==> src/rtl/core/smc_pkg.sv <==
// ----------------------------------------------------------------------------
// smc_pkg
// Shared types, constants and arithmetic helpers for the stereo matching cost
// block: job format between the front and back parts, luma weights, cost
// weights and the reciprocal used for the final division by 75.
// ----------------------------------------------------------------------------
package smc_pkg;

    localparam int MAX_WIDTH  = 1024;
    localparam int COL_W      = $clog2(MAX_WIDTH);
    localparam int WIDTH_W    = COL_W + 1;
    localparam int DISP_W     = 8;
    localparam int PIX_W      = 24;
    localparam int LUMA_W     = 16;
    localparam int GRAD_W     = 17;
    localparam int COST_W     = 14;

    localparam int FIFO_DEPTH = 4;
    localparam int FIFO_AW    = $clog2(FIFO_DEPTH);

    localparam logic REG_DISPARITY   = 1'b0;
    localparam logic REG_IMAGE_WIDTH = 1'b1;

    localparam logic [15:0] LUMA_KR    = 16'd19595;
    localparam logic [15:0] LUMA_KG    = 16'd38470;
    localparam logic [15:0] LUMA_KB    = 16'd7471;
    localparam logic [7:0]  LUMA_ROUND = 8'd128;

    localparam logic [4:0]  RGB_SUM_CAP   = 5'd30;
    localparam logic [9:0]  GRAD_DIFF_CAP = 10'd512;
    localparam logic [11:0] COST_K_RGB    = 12'd2816;
    localparam logic [8:0]  COST_K_GRAD   = 9'd267;
    localparam logic [5:0]  COST_ROUND    = 6'd37;
    localparam int          NUM_W         = 20;
    localparam logic [19:0] DIV75_MUL     = 20'd894785;
    localparam int          DIV75_SHIFT   = 26;

    typedef logic [PIX_W-1:0] pix_t;
    typedef logic signed [GRAD_W-1:0] grad_t;

    typedef struct packed {
        pix_t              left_pix;
        grad_t             left_grad;
        pix_t              right_pix;
        grad_t             right_grad;
        logic [COL_W-1:0]  col;
        logic              done;
    } job_t;

    typedef struct packed {
        pix_t  right_pix;
        grad_t right_grad;
    } entry_t;

    function automatic logic [LUMA_W-1:0] luma(input pix_t pix);
        logic [23:0] acc;
        acc = 24'(LUMA_KR) * 24'(pix[7:0])
            + 24'(LUMA_KG) * 24'(pix[15:8])
            + 24'(LUMA_KB) * 24'(pix[23:16])
            + 24'(LUMA_ROUND);
        return acc[23:8];
    endfunction

    function automatic logic [7:0] absdiff8(input logic [7:0] a, input logic [7:0] b);
        return (a > b) ? (a - b) : (b - a);
    endfunction

endpackage

==> src/rtl/core/smc_job_fifo.sv <==
// ----------------------------------------------------------------------------
// smc_job_fifo
// Short register queue between front and back: takes up to two jobs per
// cycle, releases one per cycle whenever the back end pops.
// ----------------------------------------------------------------------------
module smc_job_fifo (
    input  logic          aclk,
    input  logic          aresetn,
    input  logic [1:0]    push_n,
    input  smc_pkg::job_t push_job [2],
    output logic          space_ok,
    output logic          head_valid,
    output smc_pkg::job_t head_job,
    input  logic          pop
);

    smc_pkg::job_t                fifo_mem [smc_pkg::FIFO_DEPTH];
    logic [smc_pkg::FIFO_AW-1:0]  wr_ptr_reg;
    logic [smc_pkg::FIFO_AW-1:0]  wr_ptr_next;
    logic [smc_pkg::FIFO_AW-1:0]  wr_ptr_inc;
    logic [smc_pkg::FIFO_AW-1:0]  rd_ptr_reg;
    logic [smc_pkg::FIFO_AW-1:0]  rd_ptr_next;
    logic [smc_pkg::FIFO_AW:0]    count_reg;
    logic [smc_pkg::FIFO_AW:0]    count_next;

    assign wr_ptr_inc  = wr_ptr_reg + smc_pkg::FIFO_AW'(1);
    assign wr_ptr_next = wr_ptr_reg + smc_pkg::FIFO_AW'(push_n);
    assign rd_ptr_next = rd_ptr_reg + smc_pkg::FIFO_AW'(pop);
    assign count_next  = count_reg + (smc_pkg::FIFO_AW + 1)'(push_n)
                       - (smc_pkg::FIFO_AW + 1)'(pop);

    assign space_ok   = count_reg <= (smc_pkg::FIFO_AW + 1)'(smc_pkg::FIFO_DEPTH - 2);
    assign head_valid = count_reg != '0;
    assign head_job   = fifo_mem[rd_ptr_reg];

    always_ff @(posedge aclk) begin
        if (!aresetn) begin
            wr_ptr_reg <= '0;
            rd_ptr_reg <= '0;
            count_reg  <= '0;
        end else begin
            wr_ptr_reg <= wr_ptr_next;
            rd_ptr_reg <= rd_ptr_next;
            count_reg  <= count_next;
        end
    end

    always_ff @(posedge aclk) begin
        if (push_n != 2'd0) begin
            fifo_mem[wr_ptr_reg] <= push_job[0];
        end
        if (push_n == 2'd2) begin
            fifo_mem[wr_ptr_inc] <= push_job[1];
        end
    end

endmodule

==> config.mk <==
export PLATFORM = sky130hd
export DESIGN_NAME = smc_job_fifo
export DESIGN_NICKNAME = d
export VERILOG_FILES = /design/src/rtl/core/smc_pkg.sv /design/src/rtl/core/smc_job_fifo.sv
export SDC_FILE = /design/constraint.sdc
export NUM_CORES = 1
export LEC_CHECK = 0
export BUFFER_PORTS_ARGS = -buffer_cell sky130_fd_sc_hd__buf_2
export CORE_MARGIN = 1.5
export CORE_UTILIZATION = 53
export CTS_BUF_LIST = sky130_fd_sc_hd__clkbuf_2
export DETAILED_ROUTE_END_ITERATION = 10
export PLACE_DENSITY = 0.8
export SETUP_SLACK_MARGIN = 0.15
export SLEW_MARGIN = 20
export SYNTH_ARGS = -nofsm -noshare
export SYNTH_HDL_FRONTEND = slang
export SYNTH_SLANG_ARGS = --single-unit
==> constraint.sdc <==
create_clock -name aclk -period 8.33 [get_ports aclk]
set_input_delay 1.2495 -clock aclk [delete_from_list [all_inputs] [get_ports aclk]]
set_output_delay 1.2495 -clock aclk [all_outputs]
set_load 0.02 [all_outputs]
# Yosys cells after proc, flatten, opt, wreduce, memory -nomap -nowiden
# Memories as Yosys holds them, arrays and structs flattened. A register that Yosys moved wholly into a read port is not among the register bits.
# Index checks and enable logic that the tools add are counted.
op_classes:
  eq_ne: 1
  n_div: 0
  multipliers: 0
  addsub: 5
  order_cmp: 1
  bitwise: 0
  n_reduce_logical: 2
  shift: 0
  n_mux: 5
ops:
  columns: ["operator", "n"]
  rows:
  - ["$mux W1", 4]
  - ["$add A3 B2 Y3", 1]
  - ["$le A3 B2 Y1 const B", 1]
  - ["$reduce_bool A3 Y1", 1]
  - ["$sub A3 B1 Y3", 1]
  - ["$add A2 B1 Y2", 1]
  - ["$add A2 B1 Y2 const B", 1]
  - ["$add A2 B2 Y2", 1]
  - ["$eq A2 B2 Y1 const B", 1]
  - ["$mux W2", 1]
  - ["$reduce_bool A2 Y1", 1]
totals:
  rom_bits: 0
  word_cells: 18
  register_bits: 7
  latch_bits: 0
  in_bits: 191
  out_inout_bits: 95
  ram_bits: 372
  n_memories: 1
memory_table:
  columns: ["name", "depth", "word_bits", "read_ports", "rd_clocked_by_memory_dff", "wr", "line", "rtl"]
  rows:
  - ["fifo_mem", 4, 93, 1, 1, 2, "smc_job_fifo.sv:17", "smc_pkg::job_t fifo_mem [smc_pkg::FIFO_DEPTH];"]

# Logic depth before layout (Yosys ltp)
# Gate-level depths: netlist (run 1).
depth:
  depth_word: 3
  ltp_mapped: 8
  mapped_depth_nobuf: 8

# Least setup slack after synthesis (run 1)
# OpenSTA, ideal clock, no wires.
synth_path:
  path_kind: "input -> register"
  start: "input port push_n[1]"
  end: "memory fifo_mem[0][0] in the netlist's numbering (enable)"
  arrival_ns: 8.013
  path_buffers: 1
  path_slack_ns: -0.356
  required_ns: 7.657
  cell_stages: 3
  setup_time_ns: 0.673
  cell_sequence: "buf_2 > o21bai_1 > o21ai_0"
synth_lines:
  columns: ["item", "line", "rtl"]
  rows:
  - ["start, declared", "smc_job_fifo.sv:9", "input logic [1:0] push_n,"]
  - ["end, declared", "smc_job_fifo.sv:17", null]

==> results of run 1 <==
==> worst max-delay path, delay by kind of cell (launching register included) <==
| family | cells | cell delay (ns) |
|---|---|---|
| buffers and inverters | 2 | 0.89 |
| DFF | 1 | 0.88 |
| muxes | 1 | 0.45 |
==> cells in the final DEF (no fill, tap or decap), drive strengths merged, types with 2 or more instances in the layout <==
master    Yosys  layout
diode         0      13
and4bb        2       2
nor2b         2       2
ha            5       5
buf          52     301
inv           6       8
edfxtp      372     372
dfxtp         7       7
xnor3         2       2
mux2        372     372
clkinv        0      25
o21bai        2       2
and2          5       5
mux4         93      93
clkbuf        9     137
nor2          2       2
clkinvlp      0       2
==> path summary, 6_finish.rpt <==
| path | from | to | slack (ns) | depth (start not counted) |
|---|---|---|---|---|
| max | rd_ptr_reg[1] | head_job[14] | 3.87 | 3 |
| min | aresetn | rd_ptr_reg[0] | 0.58 | 2 |
| max reg2reg | wr_ptr_reg[1] | fifo_mem[2][59] | 5.10 | 4 |
| min reg2reg | count_reg[1] | count_reg[1] | 0.74 | 4 |
==> kinds of logic (layout without fill, tap and decap cells) <==
group                      after synthesis  count (layout)  synth area share [%]
DFF                                    379             379                  61.9
xor gates and xnor gates                 3               3                 0.294
buffers and inverters                   67             474                  2.24
AOI/OAI and AO/OA                        4               4                 0.137
muxes                                  466             466                  34.4
other                                    0              13                     0
adders and majority gates                6               6                 0.452
and+or+nand+nor                         14              14                 0.582
==> metrics by stage <==
stage                     instance area, um^2  hold slack, ns  utilization (%)  cells  total power [mW]
after floorplan                         18300           0.573                -    939              3.01
after global placement                  20100           0.683             59.4   1627              3.28
after detailed placement                20100           0.707             59.4   1627              3.31
after CTS                               20900           0.466             61.9   1794              4.53
after global routing                    20900           0.508             61.9   1802              4.68
final                                   20900           0.575             62.0   1807              4.47
==> power by group <==
group / switching [mW] / internal (mW) / total, mW / leakage, nW
sequential: 0.0564 / 2.34 / 2.39 / 3.55
combinational: 0.494 / 0.366 / 0.859 / 3.33
clock: 0.750 / 0.471 / 1.22 / 0.636
==> cell usage after synthesis, types with 2 or more instances <==
master | n | area share, %
clkbuf_1 | 9 | 0.18
mux2_2 | 231 | 14
buf_2 | 25 | 0.68
inv_1 | 6 | 0.12
o21bai_1 | 2 | 0.082
ha_1 | 5 | 0.34
nor2b_1 | 2 | 0.068
nor2_1 | 2 | 0.041
xnor3_1 | 2 | 0.25
edfxtp_1 | 372 | 61
mux2_1 | 141 | 8.7
and4bb_1 | 2 | 0.14
buf_6 | 7 | 0.43
mux4_2 | 93 | 11
dfxtp_1 | 7 | 0.77
buf_4 | 20 | 0.82
and2_1 | 5 | 0.17
==> per-layer routing <==
| metal | up-vias | GRT usage (%) |
|---|---|---|
| met5 | - | 0 |
| met4 | 12 | 8.27 |
| met3 | 72 | 8.47 |
| met2 | 364 | 38.2 |
| met1 | 5240 | 29.3 |
| li1 | 4616 | - |
==> layout make-up <==
type	count	share of cell area [%]
sequential	379	54.1
multi-input combinational	493	31.6
timing repair buffer	301	7.39
clock buffer	137	3.28
tap	448	2.68
clock inverter	30	0.711
antenna	13	0.155
inverter	6	0.108
==> impl_metrics.tcl, run 1 <==
set metrics [dict create \
    gp_congestion 0.765 \
    clockBufferDepth 3 \
    die_y_um 189 \
    synth-edff-count 372 \
    finalHoldViolCount 0 \
    viasPerCell 5.70 \
    top_layer_used "met5" \
    finClkSkew_ns 0.0475 \
    synth_cell_types 25 \
    area_growth_pct 14.5 \
    cts-resized-gates 0 \
    routed-wl-met3_mm 3.79 \
    drive_above_1_share_pct 57.8 \
    fp.dieW_um 189 \
    grt_max_degree 68 \
    nets 1474 \
    cp.required_ns 7.08 \
    fin_setup_tns_ns 0 \
    drtIter0Drc 626 \
    min_path_type "input port to flop" \
    dieArea_um2 35600 \
    grt_pass1_vias 11288 \
    worst-slew-pin-transition_ns 1.08 \
    met2WireLength_mm 20.0 \
    pre_cts_ws_ns 4.14 \
    netlist_instances 939 \
    antenna_found_initial 20 \
    row_count 67 \
    core_um2 33800 \
    clk_latency_ns 0.96 \
    setup_viol 0 \
    yosysWarningCount 0 \
    synth-main-ff-cell "edfxtp_1" \
    firstDrtPassIters 5 \
    min_period_ns 4.46 \
    root_buffer "clkbuf_2" \
    async_reset_ff_share_pct 0 \
    clkTransAtPathRegs_ns 0.10 \
    wl_per_cell_um 22.9 \
    cap_viol_max_count 0 \
    multiInputGateArea_um2 6620 \
    maxSlewViolCount 0 \
    io_pins 286 \
    ir_worst_vdd_mv 0.135 \
    initial_core_util_pct 54.1 \
    cp_max_fo 49 \
    slowest_delay_ns 0.88 \
    drt-met1-wl_mm 16.7 \
    grt_overflow_total 0 \
    yosysSeqAreaShare_pct 61.9 \
    hpwl_mm 24.4 \
    drt_wl_total_mm 41.4 \
    synth.avg_cell_area_um2 19.5 \
    largest_register_ffs 372 \
    crit_chain "buf_4, mux4_2, buf_2" \
    cts_buffers 96 \
    holdBufCountCts 0 \
    finalWorstSetupSlack_ns 3.87 \
    arrival_ns 3.21 \
    slowest_stage "dfxtp_4" \
    power.leakage_nw 7.51 \
    post-route-period-util_pct 53.5 \
    ys_seq_elements 379 \
    seq_area_um2 11300 \
    syn_nets 1136 \
    via_count 10304 \
    port_buffers 285 \
    grt_first_pass_wirelength_mm 63.5 \
    nFillCells 2542 \
    post-cts-setup-buffer-count 0 \
    status "finished, final reports clean" \
    endpoint_kind "primary output" \
    cts_sinks 379 \
    syn_area_um2 18300 \
    cts_tree "done" \
    htree_num_levels 3 \
    drc 0 \
    startpoint_type "flop" \
    slew_headroom_pct 28.2 \
    critPathKind "flop to primary output" \
    track_usage_pct 23.6 \
    fmax_ghz 0.224 \
    p_per_area_nw_per_um2 214 \
    ant_nets 0 \
    rsz0062_at_grt "false" \
]
(Power assumes the default switching activity.)
==> run 2, diff against run 1 <==
- CORE_UTILIZATION: 53 -> 59
- PLACE_DENSITY: 0.8 -> 0.85
- clock period: 8.33 -> 4.6 ns (I/O delays scaled with it)
==> run 2 against run 1 <==
Critical path depth did not move. Setup slack got worse by 2.7 ns. Final cell count fell by 3.3%. Sequential power rose by 82%. Sequential cell count did not move. Wire length fell by 4.2%. Global-route usage rose by 1.6 points. Register-to-register slack got worse by 3.0 ns. Highest routed layer unchanged.
==> impl_metrics.tcl, run 2 (synthesis gave the netlist of run 1 again) <==
set metrics [dict create \
    nets 1472 \
    ant_nets 0 \
    slowest_stage "dfxtp_4" \
    initial_core_util_pct 59.9 \
    cp.required_ns 3.91 \
    fin_cells 1747 \
    hold_path_depth 2 \
    dieArea_um2 32100 \
    largest_register_ffs 372 \
    holdBufCountCts 0 \
    gp_congestion 0.727 \
    utilization_pct 68.5 \
    seqPwrFrac_pct 54.2 \
    nFillCells 2031 \
    fmax_ghz 0.292 \
    track_usage_pct 25.2 \
    row_count 64 \
    rsz0062_at_grt "false" \
    clk_latency_ns 0.88 \
    path_buf_inv 2 \
    finClkSkew_ns 0.0389 \
    startpoint_type "flop" \
    port_buffers 285 \
    status "finished, final reports clean" \
    cts_tree "done" \
    drt_wl_total_mm 39.6 \
    most-common-layout-cells "edfxtp_1, buf_2, mux2_2" \
    gr-usage-met1_pct 32.4 \
    root_buffer "clkbuf_2" \
    r2r.worst_path.cells 3 \
    critPathTopFamily "flip-flops" \
    grt_pass1_vias 11010 \
    rr_endpoint "fifo_mem[3][51]" \
    power.leakage_nw 7.53 \
    min_period_ns 3.42 \
    viasPerCell 5.87 \
    ir_worst_vdd_mv 0.289 \
    crit_path_start "rd_ptr_reg[1]" \
    grt_overflow_total 0 \
    finalHoldViolCount 0 \
    maxSlewViolCount 0 \
    drc 0 \
    clkPwrFrac_pct 26.5 \
    setup_viol 0 \
    arrival_ns 2.73 \
    ff2ff_setup_slack_ns 2.07 \
    fp.dieW_um 179 \
    crit_chain "buf_12, mux4_2, buf_2" \
    r2r_start "wr_ptr_reg[1]" \
    antenna_found_initial 15 \
    worst-slew-pin-transition_ns 0.818 \
    firstDrtPassIters 4 \
    final_common_cell "edfxtp_1" \
    htree_num_levels 3 \
    clockBufferDepth 3 \
    swShare_pct 28.3 \
    wl_per_cell_um 22.7 \
    cap_viol_max_count 0 \
    grt_use_met2_pct 40.8 \
    clkTransAtPathRegs_ns 0.12 \
    endpoint_kind "primary output" \
    place_inst 1574 \
    drtIter0Drc 658 \
    comb_power_share_pct 19.3 \
    min_to "fifo_mem[1][31]" \
    busiest_layer "met2" \
    critPathKind "flop to primary output" \
    p_int_mw 5.74 \
    area_growth_pct 14.4 \
    met3_usage_pct 7.57 \
    via_count 10254 \
    cts_sinks 379 \
    min_from "push_job[124]" \
    cp_max_fo 48 \
    min_path_type "input port to flop" \
    slowest_delay_ns 0.87 \
    post-cts-setup-buffer-count 0 \
    switching_power_mw 2.27 \
    drive_above_1_share_pct 57.9 \
    grt_max_degree 94 \
    io_pins 286 \
    p_per_area_nw_per_um2 383 \
    slew_headroom_pct 45.5 \
    cts-resized-gates 0 \
    hpwl_mm 23.0 \
    grt_first_pass_wirelength_mm 60.2 \
    core_um2 30500 \
    whs_ns 0.101 \
    post-route-period-util_pct 74.4 \
    die_y_um 179 \
    cts_buffers 95 \
]
==> run 2: worst max-delay path by stage <==
stage	endpoint	cells after the start	slack, ns
finish	head_job[15]	3	1.18
global route	head_job[12]	3	0.99
CTS	head_job[15]	3	1.05
detailed placement	fifo_mem[3][41]	4	1.74
global placement	fifo_mem[3][47]	4	1.76
floorplan	fifo_mem[1][0]	3	-0.76
==> run 2: layout make-up <==
| class | count | area [um^2] | area share (%) |
|---|---|---|---|
| flip-flops and latches | 379 | 11300 | 54.1 |
| diodes | 13 | 32.5 | 0.156 |
| clock buffers | 137 | 686 | 3.28 |
| multi-input cells | 493 | 6620 | 31.6 |
| repair buffers | 300 | 1630 | 7.78 |
| well taps | 396 | 495 | 2.37 |
| inverters | 6 | 22.5 | 0.108 |
| clock inverters | 23 | 114 | 0.545 |
==> run 2: per-stage QoR <==
| step | TNS (ns) | setup slack [ns] | area [um^2] | power [mW] |
|---|---|---|---|---|
| after floorplan | -140.97 | -0.758 | 18300 | 5.44 |
| after global placement | 0 | 1.76 | 20100 | 5.94 |
| after detailed placement | 0 | 1.74 | 20100 | 5.99 |
| after CTS | 0 | 1.05 | 20900 | 8.11 |
| after global routing | 0 | 0.990 | 20900 | 8.38 |
| final | 0 | 1.18 | 20900 | 8.01 |
==> run 2: metal layers <==
metal	vias up	wire length, um
li1	4621	-
met3	67	3270
met4	6	723
met1	5191	16100
met5	-	38
met2	369	19600
==> run 2: worst reg2reg max path, cell delays in order (launching register included) <==
cell,delay [ns]
dfxtp_1,0.60
and4bb_4,0.82
buf_12,0.42
mux2_2,0.42
==> run 2: power groups by stage <==
stage / clock network (mW) / logic (mW) / registers (mW)
global placement: 0 / 1.53 / 4.40
finish: 2.13 / 1.55 / 4.34
detailed placement: 0 / 1.56 / 4.42
global route: 2.35 / 1.66 / 4.37
floorplan: 0 / 1.04 / 4.40
CTS: 2.19 / 1.57 / 4.34
