$ cat config.mk
export PLATFORM = sky130hd
export DESIGN_NAME = smc_front
export DESIGN_NICKNAME = d
export VERILOG_FILES = /design/src/rtl/core/smc_pkg.sv /design/src/rtl/core/smc_front.sv
export SDC_FILE = /design/constraint.sdc
export NUM_CORES = 1
export LEC_CHECK = 0
export ABC_CLOCK_PERIOD_IN_PS = 19700
export BUFFER_PORTS_ARGS = -buffer_cell sky130_fd_sc_hd__buf_2
export CORE_UTILIZATION = 30
export DETAILED_ROUTE_END_ITERATION = 10
export GPL_TIMING_DRIVEN = 0
export MAX_ROUTING_LAYER = met4
export SLEW_MARGIN = 5
export SYNTH_ARGS = -nofsm -noshare
export SYNTH_HDL_FRONTEND = slang
export SYNTH_SLANG_ARGS = --single-unit
$ cat constraint.sdc
create_clock -name aclk -period 19.7 [get_ports aclk]
set_input_delay 3.94 -clock aclk [delete_from_list [all_inputs] [get_ports aclk]]
set_output_delay 3.94 -clock aclk [all_outputs]
set_load 0.03 [all_outputs]
$ cat src/rtl/core/smc_pkg.sv
// ----------------------------------------------------------------------------
// smc_pkg
// Shared types, constants and arithmetic helpers for the stereo matching cost
// block: job format between the front and back parts, luma weights, cost
// weights and the reciprocal used for the final division by 75.
// ----------------------------------------------------------------------------
package smc_pkg;

    localparam int MAX_WIDTH  = 1024;
    localparam int COL_W      = $clog2(MAX_WIDTH);
    localparam int WIDTH_W    = COL_W + 1;
    localparam int DISP_W     = 8;
    localparam int PIX_W      = 24;
    localparam int LUMA_W     = 16;
    localparam int GRAD_W     = 17;
    localparam int COST_W     = 14;

    localparam int FIFO_DEPTH = 4;
    localparam int FIFO_AW    = $clog2(FIFO_DEPTH);

    localparam logic REG_DISPARITY   = 1'b0;
    localparam logic REG_IMAGE_WIDTH = 1'b1;

    localparam logic [15:0] LUMA_KR    = 16'd19595;
    localparam logic [15:0] LUMA_KG    = 16'd38470;
    localparam logic [15:0] LUMA_KB    = 16'd7471;
    localparam logic [7:0]  LUMA_ROUND = 8'd128;

    localparam logic [4:0]  RGB_SUM_CAP   = 5'd30;
    localparam logic [9:0]  GRAD_DIFF_CAP = 10'd512;
    localparam logic [11:0] COST_K_RGB    = 12'd2816;
    localparam logic [8:0]  COST_K_GRAD   = 9'd267;
    localparam logic [5:0]  COST_ROUND    = 6'd37;
    localparam int          NUM_W         = 20;
    localparam logic [19:0] DIV75_MUL     = 20'd894785;
    localparam int          DIV75_SHIFT   = 26;

    typedef logic [PIX_W-1:0] pix_t;
    typedef logic signed [GRAD_W-1:0] grad_t;

    typedef struct packed {
        pix_t              left_pix;
        grad_t             left_grad;
        pix_t              right_pix;
        grad_t             right_grad;
        logic [COL_W-1:0]  col;
        logic              done;
    } job_t;

    typedef struct packed {
        pix_t  right_pix;
        grad_t right_grad;
    } entry_t;

    function automatic logic [LUMA_W-1:0] luma(input pix_t pix);
        logic [23:0] acc;
        acc = 24'(LUMA_KR) * 24'(pix[7:0])
            + 24'(LUMA_KG) * 24'(pix[15:8])
            + 24'(LUMA_KB) * 24'(pix[23:16])
            + 24'(LUMA_ROUND);
        return acc[23:8];
    endfunction

    function automatic logic [7:0] absdiff8(input logic [7:0] a, input logic [7:0] b);
        return (a > b) ? (a - b) : (b - a);
    endfunction

endpackage

$ cat src/rtl/core/smc_front.sv
// ----------------------------------------------------------------------------
// smc_front
// Accepts pixel pairs, tracks the column within the row, forms luma and the
// horizontal gradients, and issues zero, one or two cost jobs per item.
// ----------------------------------------------------------------------------
module smc_front (
    input  logic                        aclk,
    input  logic                        aresetn,
    input  logic                        s_valid,
    output logic                        s_ready,
    input  logic [7:0]                  s_left_red,
    input  logic [7:0]                  s_left_green,
    input  logic [7:0]                  s_left_blue,
    input  logic [7:0]                  s_right_red,
    input  logic [7:0]                  s_right_green,
    input  logic [7:0]                  s_right_blue,
    input  logic [smc_pkg::WIDTH_W-1:0] image_width,
    input  logic                        space_ok,
    output logic [1:0]                  push_n,
    output smc_pkg::job_t               push_job [2]
);

    logic                        adv;
    logic [smc_pkg::WIDTH_W-1:0] w_eff;
    logic [smc_pkg::COL_W-1:0]   col_cur;
    logic                        col_last;
    logic [smc_pkg::COL_W-1:0]   count_reg;
    logic [smc_pkg::COL_W-1:0]   count_next;

    logic                        a_valid_reg;
    smc_pkg::pix_t               a_lpix_reg;
    smc_pkg::pix_t               a_rpix_reg;
    logic [smc_pkg::COL_W-1:0]   a_col_reg;
    logic                        a_last_reg;

    logic                        b_valid_reg;
    smc_pkg::pix_t               b_lpix_reg;
    smc_pkg::pix_t               b_rpix_reg;
    logic [smc_pkg::LUMA_W-1:0]  b_ll_reg;
    logic [smc_pkg::LUMA_W-1:0]  b_rl_reg;
    logic [smc_pkg::COL_W-1:0]   b_col_reg;
    logic                        b_last_reg;

    logic [smc_pkg::LUMA_W-1:0]  l_hist0_reg;
    logic [smc_pkg::LUMA_W-1:0]  l_hist1_reg;
    logic [smc_pkg::LUMA_W-1:0]  r_hist0_reg;
    logic [smc_pkg::LUMA_W-1:0]  r_hist1_reg;
    smc_pkg::pix_t               pend_lpix_reg;
    smc_pkg::pix_t               pend_rpix_reg;

    smc_pkg::grad_t              l_end;
    smc_pkg::grad_t              r_end;
    smc_pkg::grad_t              l_wide;
    smc_pkg::grad_t              r_wide;
    logic signed [smc_pkg::GRAD_W:0] l_sum;
    logic signed [smc_pkg::GRAD_W:0] r_sum;
    smc_pkg::grad_t              l_prev;
    smc_pkg::grad_t              r_prev;
    smc_pkg::job_t               job_prev;
    smc_pkg::job_t               job_last;
    logic                        has_prev;

    assign adv     = space_ok;
    assign s_ready = adv;

    always_comb begin
        priority if (image_width < smc_pkg::WIDTH_W'(2)) begin
            w_eff = smc_pkg::WIDTH_W'(2);
        end else if (image_width > smc_pkg::WIDTH_W'(smc_pkg::MAX_WIDTH)) begin
            w_eff = smc_pkg::WIDTH_W'(smc_pkg::MAX_WIDTH);
        end else begin
            w_eff = image_width;
        end
        col_cur    = ({1'b0, count_reg} >= w_eff) ? '0 : count_reg;
        col_last   = ({1'b0, col_cur} + smc_pkg::WIDTH_W'(1)) >= w_eff;
        count_next = col_last ? '0 : col_cur + smc_pkg::COL_W'(1);
    end

    always_ff @(posedge aclk) begin
        if (!aresetn) begin
            count_reg   <= '0;
            a_valid_reg <= 1'b0;
            b_valid_reg <= 1'b0;
        end else if (adv) begin
            if (s_valid) begin
                count_reg <= count_next;
            end
            a_valid_reg <= s_valid;
            b_valid_reg <= a_valid_reg;
        end
    end

    always_ff @(posedge aclk) begin
        if (adv) begin
            a_lpix_reg <= {s_left_blue, s_left_green, s_left_red};
            a_rpix_reg <= {s_right_blue, s_right_green, s_right_red};
            a_col_reg  <= col_cur;
            a_last_reg <= col_last;
            b_lpix_reg <= a_lpix_reg;
            b_rpix_reg <= a_rpix_reg;
            b_ll_reg   <= smc_pkg::luma(a_lpix_reg);
            b_rl_reg   <= smc_pkg::luma(a_rpix_reg);
            b_col_reg  <= a_col_reg;
            b_last_reg <= a_last_reg;
            if (b_valid_reg) begin
                l_hist1_reg   <= l_hist0_reg;
                l_hist0_reg   <= b_ll_reg;
                r_hist1_reg   <= r_hist0_reg;
                r_hist0_reg   <= b_rl_reg;
                pend_lpix_reg <= b_lpix_reg;
                pend_rpix_reg <= b_rpix_reg;
            end
        end
    end

    always_comb begin
        l_end  = $signed({1'b0, b_ll_reg}) - $signed({1'b0, l_hist0_reg});
        r_end  = $signed({1'b0, b_rl_reg}) - $signed({1'b0, r_hist0_reg});
        l_wide = $signed({1'b0, b_ll_reg}) - $signed({1'b0, l_hist1_reg});
        r_wide = $signed({1'b0, b_rl_reg}) - $signed({1'b0, r_hist1_reg});
        l_sum  = $signed({l_wide[smc_pkg::GRAD_W-1], l_wide}) + 18'sd1;
        r_sum  = $signed({r_wide[smc_pkg::GRAD_W-1], r_wide}) + 18'sd1;
        if (b_col_reg == smc_pkg::COL_W'(1)) begin
            l_prev = l_end;
            r_prev = r_end;
        end else begin
            l_prev = smc_pkg::GRAD_W'(l_sum >>> 1);
            r_prev = smc_pkg::GRAD_W'(r_sum >>> 1);
        end

        job_prev.left_pix   = pend_lpix_reg;
        job_prev.left_grad  = l_prev;
        job_prev.right_pix  = pend_rpix_reg;
        job_prev.right_grad = r_prev;
        job_prev.col        = b_col_reg - smc_pkg::COL_W'(1);
        job_prev.done       = 1'b0;

        job_last.left_pix   = b_lpix_reg;
        job_last.left_grad  = l_end;
        job_last.right_pix  = b_rpix_reg;
        job_last.right_grad = r_end;
        job_last.col        = b_col_reg;
        job_last.done       = 1'b1;

        has_prev    = b_col_reg != '0;
        push_job[0] = has_prev ? job_prev : job_last;
        push_job[1] = job_last;
        if (adv && b_valid_reg) begin
            push_n = {1'b0, has_prev} + {1'b0, b_last_reg};
        end else begin
            push_n = 2'd0;
        end
    end

endmodule

# ---- Word level (Yosys, flattened, before mapping)
# Index checks and enable logic that the tools add are counted.
dict set report classes {
  add_sub_neg 16
  mul 6
  n_div 0
  order_cmp 4
  n_eq_ne 1
  shifts 0
  muxes 8
  bitwise_logic 0
  n_reduce_logical 4
}
# operator n
set op_table {}
lappend op_table {{93-bit 2-to-1 mux} 1}
lappend op_table {{15-bit by 8-bit multiplier with 23-bit output, first input constant} 4}
lappend op_table {{16-bit by 16-bit subtractor with 17-bit output} 4}
lappend op_table {{23-bit by 24-bit adder with 24-bit output} 2}
lappend op_table {{24-bit by 21-bit adder with 24-bit output} 2}
lappend op_table {{24-bit by 8-bit adder with 24-bit output, second input constant} 2}
lappend op_table {{13-bit by 8-bit multiplier with 21-bit output, first input constant} 2}
lappend op_table {{17-bit by 2-bit adder with 18-bit output, second input constant} 2}
lappend op_table {{17-bit 2-to-1 mux} 2}
lappend op_table {{11-bit 2-to-1 mux} 2}
lappend op_table {{10-bit 2-to-1 mux} 2}
lappend op_table {{10-bit by 1-bit adder with 11-bit output, second input constant} 1}
lappend op_table {{10-bit by 11-bit greater-or-equal comparator with 1-bit output} 1}
lappend op_table {{11-bit greater-or-equal comparator} 1}
lappend op_table {{11-bit > comparator, second input constant} 1}
lappend op_table {{11-bit by 2-bit less-than comparator with 1-bit output, second input constant} 1}
lappend op_table {{10-bit by 1-bit adder with 10-bit output, second input constant} 1}
lappend op_table {{10-bit by 1-bit equality test with 1-bit output, second input constant} 1}
lappend op_table {{10-bit nonzero test} 1}
lappend op_table {{10-bit by 1-bit subtractor with 10-bit output, second input constant} 1}
lappend op_table {{2-bit AND reduction} 2}
lappend op_table {{1-bit by 1-bit adder with 2-bit output} 1}
lappend op_table {{2-bit 2-to-1 mux} 1}
lappend op_table {{1-bit logical AND} 1}
dict set report totals {
  regBits 274
  latch_bits 0
  ram_bits 0
  mem_bits_ro 0
  inputBits 63
  word_cells 58
  mem_count 0
}

# ---- Longest topological paths before layout
# Gate-level depths: netlist of run 1.
dict set report logic_depth {
  word_depth 8
  mapped_depth 31
}

# ---- Least setup slack after synthesis of run 1
# OpenSTA, ideal clock, no wires.
dict set report synth_path {
  path_kind {in2reg}
  startpoint {in image_width[6] (netlist name)}
  endpoint {reg count_reg[1] (netlist name)}
  arrival_ns 8.185
  required_ns 19.624
  slack_ns 11.440
  path_stages 23
  path_buffers 2
  cell_sequence {nor4_1 -> nand3_1 -> and3_1 -> ha_1 -> nand2b_1 -> a21o_1 -> a21oi_1 -> o21ai_0 -> o221ai_1 -> a211oi_2 -> clkbuf_1 -> nor2b_1 -> ha_1 -> nand3_1 -> xor2_1 -> nor2_1 -> ha_1 -> a2111oi_0 -> o21ai_0 -> a221oi_1 -> clkbuf_1 -> nand3_1 -> a21boi_0}
}
dict set report synth_between {
  elab_chain_len 8
  elab_cells_between_ends 10
  cone_classes {add/sub: 2; order compare: 4; mux: 4}
}
# element line
set synth_rtl {}
lappend synth_rtl {{from (decl)} smc_front.sv:17} ;# input logic [smc_pkg::WIDTH_W-1:0] image_width,
lappend synth_rtl {{11-bit > comparator} smc_front.sv:69} ;# end else if (image_width > smc_pkg::WIDTH_W'(smc_pkg::MAX_WIDTH)) begin
lappend synth_rtl {{11-bit 2-to-1 mux} smc_front.sv:69}
lappend synth_rtl {{11-bit 2-to-1 mux *} smc_front.sv:67} ;# priority if (image_width < smc_pkg::WIDTH_W'(2)) begin
lappend synth_rtl {{10-bit by 11-bit greater-or-equal comparator with 1-bit output *} smc_front.sv:74} ;# col_cur = ({1'b0, count_reg} >= w_eff) ? '0 : count_reg;
lappend synth_rtl {{10-bit 2-to-1 mux *} smc_front.sv:74}
lappend synth_rtl {{via col_cur, one bit} smc_front.sv:25} ;# logic [smc_pkg::COL_W-1:0] col_cur;
lappend synth_rtl {{10-bit by 1-bit adder with 11-bit output} smc_front.sv:75} ;# col_last = ({1'b0, col_cur} + smc_pkg::WIDTH_W'(1)) >= w_eff;
lappend synth_rtl {{11-bit greater-or-equal comparator} smc_front.sv:75}
lappend synth_rtl {{10-bit 2-to-1 mux *} smc_front.sv:76} ;# count_next = col_last ? '0 : col_cur + smc_pkg::COL_W'(1);
lappend synth_rtl {{to (signal assigned)} smc_front.sv:86} ;# count_reg <= count_next;
lappend synth_rtl {{to (decl)} smc_front.sv:27} ;# logic [smc_pkg::COL_W-1:0] count_reg;
# Mark *: on every way through the listed nets, which the timed path passes. The rest lies on a longest branch.
# A chain may end at the register's enable or synchronous reset.

# ---- Final worst setup path of run 1
dict set report layout_path {
  startpoint {in image_width[6] (netlist name)}
  endpoint {reg count_reg[3] (netlist name)}
}
# Same word-level chain as after synthesis.

==> impl_metrics.prom, run 1 <==
# TYPE chip_impl_metric gauge
chip_impl_info{name="outcome",value="finished clean"} 1
chip_impl_metric{name="detail_route.iter0.violations",unit=""} 717
chip_impl_metric{name="die_w",unit="um"} 299
chip_impl_info{name="critPathCaptureType",value="register"} 1
chip_impl_metric{name="edff_count_synth",unit=""} 262
chip_impl_info{name="synth_top_family_by_area",value="adder cells"} 1
chip_impl_metric{name="critical_path_maximum_fanout",unit=""} 10
chip_impl_metric{name="post-route-drc-count",unit=""} 0
chip_impl_metric{name="synth-seq-cells",unit=""} 274
chip_impl_metric{name="synth_compound_area_share",unit="%"} 8.12
chip_impl_metric{name="post-cts-setup-buffer-count",unit=""} 0
chip_impl_metric{name="wl",unit="mm"} 65.7
chip_impl_metric{name="setup_viol",unit=""} 0
chip_impl_metric{name="die_area",unit="sq mm"} 0.0895
chip_impl_metric{name="antenna_found_initial",unit=""} 8
chip_impl_metric{name="postSynth.asyncResetShare",unit="%"} 0
chip_impl_metric{name="drtAntennaViolNets",unit=""} 0
chip_impl_metric{name="worst-slew-pin-transition",unit="ns"} 1.27
chip_impl_metric{name="count_of_standard_cell_rows",unit=""} 108
chip_impl_metric{name="postSynthAreaPerCell",unit="sq um"} 10.5
chip_impl_metric{name="finalCriticalPeriod",unit="ns"} 8.99
chip_impl_info{name="worst_path_max_delay_cell",value="a211oi_2"} 1
chip_impl_metric{name="dp.final_hpwl",unit="mm"} 53.9
chip_impl_metric{name="n_fill_cell",unit=""} 8805
chip_impl_metric{name="worstPathBufferInverterCount",unit=""} 3
chip_impl_metric{name="netlist_instances",unit=""} 2533
chip_impl_info{name="cts_root_buf",value="clkbuf_16"} 1
chip_impl_metric{name="nNetsFinal",unit=""} 3550
chip_impl_metric{name="cts-buffers-inserted",unit=""} 37
chip_impl_metric{name="synth_nets",unit=""} 3258
chip_impl_metric{name="timing_hold_violations_final",unit=""} 0
chip_impl_metric{name="setup.reg_to_reg.worst_slack",unit="ns"} 12.06
chip_impl_metric{name="finalClockSkew",unit="ns"} 0.0347
chip_impl_metric{name="achievable-frequency",unit="GHz"} 0.111
chip_impl_info{name="holdCritPathClass",value="reg2reg"} 1
chip_impl_metric{name="max_slew_margin",unit="%"} 15.4
chip_impl_metric{name="routed_via_density",unit=""} 4.47
chip_impl_metric{name="router_iterations_before_antenna_repair",unit=""} 5
chip_impl_metric{name="grt.total_usage",unit="%"} 15.3
chip_impl_metric{name="cap_viol_max_count",unit=""} 0
chip_impl_metric{name="floorplan.initialDensity",unit="%"} 30.4
chip_impl_metric{name="die_height",unit="um"} 299
chip_impl_metric{name="place_ws",unit="ns"} 10.08
chip_impl_metric{name="clk_transition_reported_paths",unit="ns"} 0.06
chip_impl_metric{name="first_global_vias",unit=""} 18200
chip_impl_metric{name="worst_ep_required_time",unit="ns"} 20.17
chip_impl_metric{name="core_area",unit="sq mm"} 0.0872
chip_impl_metric{name="yosys-mux-area-fraction",unit="%"} 0.411
chip_impl_metric{name="cp_slowest_stage_delay",unit="ns"} 0.57
chip_impl_metric{name="place.gp.congestion",unit=""} 0.869
chip_impl_info{name="final_cell_mix",value="inv_1 (554), ha_1 (420), edfxtp_1 (262)"} 1
chip_impl_metric{name="ys_warn_count",unit=""} 0
chip_impl_info{name="critical_path.top_delay_family",value="compound AO/OA/AOI/OAI gates"} 1
chip_impl_metric{name="grt_first_pass_wirelength",unit="mm"} 102
chip_impl_metric{name="vias",unit=""} 17900
chip_impl_metric{name="clock_path_buffers",unit=""} 3
chip_impl_metric{name="setup_tns",unit="ns"} 0
chip_impl_metric{name="netlist_area",unit="sq mm"} 0.0265
chip_impl_metric{name="synthesis_to_finish_area_growth",unit="%"} 15.2
chip_impl_metric{name="io_pins",unit=""} 252
chip_impl_metric{name="cts_sinks",unit=""} 274
chip_impl_metric{name="stdcell_count",unit=""} 4016
chip_impl_metric{name="hold_buffers",unit=""} 0
chip_impl_metric{name="placed_cells",unit=""} 3941
chip_impl_metric{name="signal_arrival_time_at_the_worst_endpoint",unit="ns"} 9.46
chip_impl_info{name="postSynth.topFlopCell",value="edfxtp_1"} 1
chip_impl_metric{name="numPortBuffers",unit=""} 250
chip_impl_metric{name="largest_net_degree_at_the_start_of_global_routing",unit=""} 89
chip_impl_metric{name="cts_htree_levels",unit=""} 2
chip_impl_metric{name="post_cts.resized_instances",unit=""} 0
chip_impl_metric{name="post_drt_wl_per_cell",unit="um"} 16.4
chip_impl_metric{name="sequential_cell_area",unit="sq mm"} 0.00811
chip_impl_info{name="tritoncts_clock_tree",value="yes"} 1
chip_impl_metric{name="drive_above_1_share",unit="%"} 13.3
chip_impl_metric{name="synth-xor-area-share",unit="%"} 4.81
chip_impl_metric{name="synth-simple-area-share",unit="%"} 9.50
chip_impl_metric{name="grt.overflow.total",unit=""} 0
chip_impl_metric{name="finalWorstSetupSlack",unit="ns"} 10.71
chip_impl_info{name="setup_repair_after_global_routing_missed_its_margin",value="false"} 1
chip_impl_info{name="mostFrequentLayoutCell",value="inv_1"} 1
chip_impl_metric{name="multi_input_comb_area",unit="sq mm"} 0.0162
chip_impl_metric{name="insertion_delay",unit="ns"} 0.58
chip_impl_metric{name="synth.yosys.seq_area_share",unit="%"} 30.6
chip_impl_info{name="criticalPathCategory",value="in2reg"} 1
chip_impl_metric{name="fin_crit_sh",unit="%"} 45.6
chip_impl_info{name="startpoint_type",value="input pin"} 1
chip_impl_metric{name="final_max_slew_viol_count",unit=""} 0
chip_impl_metric{name="synth-adder-area-share",unit="%"} 38.1
chip_impl_metric{name="ys_types",unit=""} 88
[cell usage after synthesis, types with 36 or more instances]
cell type / instances / area (sq um)
a21oi_1: 91 / 455
edfxtp_1: 262 / 7870
fa_1: 242 / 4840
ha_1: 420 / 5260
inv_1: 554 / 2080
nand2_1: 212 / 796
nand3_1: 43 / 215
nor2_1: 134 / 503
nor3_1: 36 / 180
o21ai_0: 55 / 275
xnor2_1: 91 / 797
xor2_1: 49 / 429
[cell families (layout without fill, tap and decap cells)]
family | count (synthesis) | in the layout
other | 1 | 8
buffers and inverters | 585 | 906
multiplexers | 10 | 10
flip-flops | 274 | 274
AND/OR/NAND/NOR | 546 | 546
adder cells (fa/ha/maj) | 662 | 662
AO/OA/AOI/OAI | 312 | 312
XOR/XNOR | 143 | 143
[stage by stage]
stage	hold slack (ns)	util (%)	cell area (sq um)
floorplan	0.400	-	26500
global placement	0.403	33.5	29200
detailed placement	0.407	33.6	29300
CTS	0.406	35.0	30500
global route	0.424	35.0	30500
finish	0.410	35.0	30500
[final timing paths]
check	start	depth (start not counted)	to
worst max-delay path	image_width[6]	25	count_reg[3]
worst min-delay path	a_col_reg[5]	0	b_col_reg[5]
worst max register to register	a_lpix_reg[14]	28	b_ll_reg[15]
worst min register to register	a_col_reg[5]	0	b_col_reg[5]
[routing by layer]
layer | vias up | share of wire [%] | global-route usage (%)
met2 | 322 | 44 | 23.3
met3 | 66 | 5.1 | 2.83
met4 | 0 | 2.1 | 3.68
met5 | - | 0 | -
met1 | 8592 | 49 | 20.9
li1 | 8967 | - | -
[worst register-to-register path: cells and delay by family, from the launching register on]
kind                       cells  cell delay (ns)
AOI/OAI and AO/OA              9             1.85
and+or+nand+nor                3             0.41
xor gates and xnor gates       2             0.25
DFF                            1             0.58
adders and majority gates     10             4.11
buffers and inverters          4             0.20
[cell type report]
cell class | instances | area share (%)
flip-flops and latches | 274 | 26.5
clock buffers | 48 | 3.34
clock inverters | 20 | 0.676
plain buffers | 29 | 0.500
inverters | 556 | 6.83
multi-input cells | 1674 | 52.9
diodes | 7 | 0.0574
repair buffers | 253 | 4.40
well taps | 1155 | 4.73
Power of run 1 is not shown: default switching activity piles up to over one toggle a cycle in this logic, so the estimate is an artifact.
==> run 2: changes to the inputs <==
--- a/config.mk
+++ b/config.mk
@@ -5,7 +5,8 @@
 export SDC_FILE = /design/constraint.sdc
 export NUM_CORES = 1
 export LEC_CHECK = 0
-export ABC_CLOCK_PERIOD_IN_PS = 19700
+export ABC_AREA = 1
+export ABC_CLOCK_PERIOD_IN_PS = 8700
 export BUFFER_PORTS_ARGS = -buffer_cell sky130_fd_sc_hd__buf_2
 export CORE_UTILIZATION = 30
 export DETAILED_ROUTE_END_ITERATION = 10
==> constraint.sdc (replaced) <==
create_clock -name aclk -period 8.7 [get_ports aclk]
set_input_delay 1.74 -clock aclk [delete_from_list [all_inputs] [get_ports aclk]]
set_output_delay 1.74 -clock aclk [all_outputs]
set_load 0.03 [all_outputs]
==> run 2 against run 1 <==
Effect of this change: cell count grew 16%; critical path type is now reg2reg; largest cell class unchanged; clock-buffer cell count down 5; sequential share of layout area decreased by 1.3 points; register-to-register slack worse by 11 ns; critical endpoint is now b_ll_reg[13]; critical path depth up 7.
==> impl_metrics.prom, run 2 <==
# TYPE chip_impl_metric gauge
chip_impl_metric{name="die_height",unit="um"} 307
chip_impl_metric{name="signal_arrival_time_at_the_worst_endpoint",unit="ns"} 7.87
chip_impl_metric{name="design_area",unit="sq mm"} 0.0321
chip_impl_info{name="tritoncts_clock_tree",value="yes"} 1
chip_impl_metric{name="insertion_delay",unit="ns"} 0.55
chip_impl_metric{name="synthesis_to_finish_area_growth",unit="%"} 14.9
chip_impl_metric{name="routed_via_density",unit=""} 4.45
chip_impl_info{name="cts_root_buf",value="clkbuf_16"} 1
chip_impl_metric{name="cts-buffers-inserted",unit=""} 37
chip_impl_metric{name="post_cts.resized_instances",unit=""} 0
chip_impl_info{name="setup_repair_after_global_routing_missed_its_margin",value="false"} 1
chip_impl_metric{name="cts_htree_levels",unit=""} 2
chip_impl_metric{name="die_w",unit="um"} 307
chip_impl_metric{name="clock_path_buffers",unit=""} 3
chip_impl_info{name="holdCritPathClass",value="reg2reg"} 1
chip_impl_metric{name="grt.total_usage",unit="%"} 16.3
chip_impl_metric{name="core_area",unit="sq mm"} 0.0919
chip_impl_metric{name="post_drt_wl_per_cell",unit="um"} 15.9
chip_impl_metric{name="edff_count_synth",unit=""} 262
chip_impl_info{name="synth_area_leaders",value="edfxtp_1 (28%), ha_1 (19%), fa_1 (17%)"} 1
chip_impl_metric{name="detail_route.iter0.violations",unit=""} 1060
chip_impl_metric{name="largest_net_degree_at_the_start_of_global_routing",unit=""} 102
chip_impl_metric{name="place.gp.congestion",unit=""} 0.884
chip_impl_metric{name="grt.overflow.total",unit=""} 0
chip_impl_metric{name="finalCriticalPeriod",unit="ns"} 7.60
chip_impl_info{name="startpoint_type",value="register"} 1
chip_impl_metric{name="clk_transition_reported_paths",unit="ns"} 0.06
chip_impl_metric{name="floorplan.initialDensity",unit="%"} 30.4
chip_impl_metric{name="synth_top_area_share",unit="%"} 28.2
chip_impl_info{name="synth_top_area_cell",value="edfxtp_1"} 1
chip_impl_metric{name="die_area",unit="sq mm"} 0.0943
chip_impl_metric{name="cts_sinks",unit=""} 274
chip_impl_metric{name="post-cts-setup-buffer-count",unit=""} 0
chip_impl_metric{name="fin_crit_sh",unit="%"} 87.3
chip_impl_metric{name="finalClockSkew",unit="ns"} 0.0417
chip_impl_metric{name="ys_warn_count",unit=""} 0
chip_impl_metric{name="count_of_standard_cell_rows",unit=""} 111
chip_impl_metric{name="netlist_area",unit="sq mm"} 0.0279
chip_impl_metric{name="critical_path_maximum_fanout",unit=""} 8
chip_impl_metric{name="synth_nets",unit=""} 3808
chip_impl_info{name="criticalPathCategory",value="reg2reg"} 1
chip_impl_metric{name="router_iterations_before_antenna_repair",unit=""} 5
chip_impl_metric{name="stdcell_count",unit=""} 4653
chip_impl_metric{name="grt_first_pass_wirelength",unit="mm"} 115
chip_impl_metric{name="postPlaceCellArea",unit="sq mm"} 0.0308
chip_impl_metric{name="cp_slowest_stage_delay",unit="ns"} 0.58
chip_impl_metric{name="worstPathBufferInverterCount",unit=""} 6
chip_impl_metric{name="worst_ep_required_time",unit="ns"} 8.97
chip_impl_info{name="final_cell_mix",value="inv_1 (712), nand2_1 (615), ha_1 (420)"} 1
chip_impl_metric{name="placed_cells",unit=""} 4578
chip_impl_metric{name="achievable-frequency",unit="GHz"} 0.132
chip_impl_metric{name="post-route-drc-count",unit=""} 0
chip_impl_metric{name="dp.final_hpwl",unit="mm"} 61.4
chip_impl_metric{name="antenna_found_initial",unit=""} 8
chip_impl_metric{name="vias",unit=""} 20700
chip_impl_info{name="synth_cell_count_leaders",value="inv_1 (713), nand2_1 (615), ha_1 (420)"} 1
chip_impl_metric{name="max_slew_margin",unit="%"} 24.4
chip_impl_metric{name="numPortBuffers",unit=""} 250
chip_impl_metric{name="nNetsFinal",unit=""} 4099
chip_impl_metric{name="io_pins",unit=""} 252
chip_impl_metric{name="timing_hold_violations_final",unit=""} 0
chip_impl_metric{name="drtAntennaViolNets",unit=""} 0
chip_impl_metric{name="postSynthAreaPerCell",unit="sq um"} 9.06
chip_impl_info{name="critical_path.top_delay_family",value="adder cells"} 1
chip_impl_metric{name="postSynth.asyncResetShare",unit="%"} 0
chip_impl_info{name="mostFrequentLayoutCell",value="inv_1"} 1
chip_impl_info{name="postSynth.topFlopCell",value="edfxtp_1"} 1
chip_impl_info{name="critPathCaptureType",value="register"} 1
chip_impl_info{name="worst_path_max_delay_cell",value="edfxtp_1"} 1
chip_impl_metric{name="synth.yosys.seq_area_share",unit="%"} 29.0
chip_impl_metric{name="hold_buffers",unit=""} 0
chip_impl_metric{name="synth-seq-cells",unit=""} 274
chip_impl_metric{name="worst-slew-pin-transition",unit="ns"} 1.13
chip_impl_metric{name="ys_types",unit=""} 52
chip_impl_metric{name="drive_above_1_share",unit="%"} 10.9
chip_impl_metric{name="netlist_instances",unit=""} 3083
chip_impl_metric{name="setup.reg_to_reg.worst_slack",unit="ns"} 1.10
chip_impl_metric{name="first_global_vias",unit=""} 20800
chip_impl_info{name="post-synth-top-count-cell",value="inv_1"} 1
chip_impl_metric{name="final_max_slew_viol_count",unit=""} 0
chip_impl_metric{name="setup_viol",unit=""} 0
chip_impl_info{name="outcome",value="finished clean"} 1
chip_impl_metric{name="cap_viol_max_count",unit=""} 0
chip_impl_metric{name="wl",unit="mm"} 73.8
run 2: cell types whose count changed after synthesis, sizes merged, moves of 26 or more:
cell   before  now
nand2     212  622
xnor2      94   37
inv       555  716
nor2b      28    0
o21ai      64   91
a21oi      94  149
xor2       49   82
nand3      44  112
nor2      134  160
run 2: kinds of logic (layout without fill, tap and decap cells):
kind of cell               after synthesis  in the layout  synth area share, %
AOI/OAI and AO/OA                      301            301                 6.00
other                                    1              8               0.0134
adders and majority gates              662            662                 36.2
xor gates and xnor gates               119            119                 3.84
DFF                                    274            274                 29.0
and+or+nand+nor                        987            987                 14.9
buffers and inverters                  739           1059                 10.0
run 2: worst paths after layout:
kind,from,to,depth (start not counted)
min,a_col_reg[0],b_col_reg[0],0
max reg2reg,a_lpix_reg[14],b_ll_reg[13],32
min reg2reg,a_col_reg[0],b_col_reg[0],0
max,a_lpix_reg[14],b_ll_reg[13],32
run 2: final cells by class:
class	count	area, sq um
antenna	7	17.5
buffer	23	109
clock buffer	43	991
clock inverter	25	288
fill	9556	59800
inverter	716	2690
multi-input combinational	2070	17000
sequential	274	8110
tap	1243	1560
timing repair buffer	252	1320
run 2: worst register-to-register path: cells and delay by family, from the launching register on:
kind | cells | cell delay (ns)
xor gates and xnor gates | 1 | 0.23
adders and majority gates | 10 | 4.19
and+or+nand+nor | 10 | 0.94
AOI/OAI and AO/OA | 5 | 1.02
buffers and inverters | 6 | 0.34
DFF | 1 | 0.58
run 2: per-layer routing:
layer  wire length [um]  GRT usage, %
met1              36000          22.3
met3               4090          2.81
met2              32500          25.3
met4               1190          3.12
met5                  0             -
run 2: metrics by stage:
| stage | hold WS, ns | util (%) | TNS, ns | setup slack, ns |
|---|---|---|---|---|
| after global placement | 0.402 | 33.4 | -72.25 | -0.683 |
| after floorplan | 0.400 | - | 0 | 2.06 |
| after CTS | 0.419 | 34.9 | 0 | 1.05 |
| after detailed placement | 0.408 | 33.5 | 0 | 1.10 |
| after global routing | 0.433 | 34.9 | 0 | 0.591 |
| final | 0.422 | 34.9 | 0 | 1.10 |
Power of run 2 is left out for the same reason.
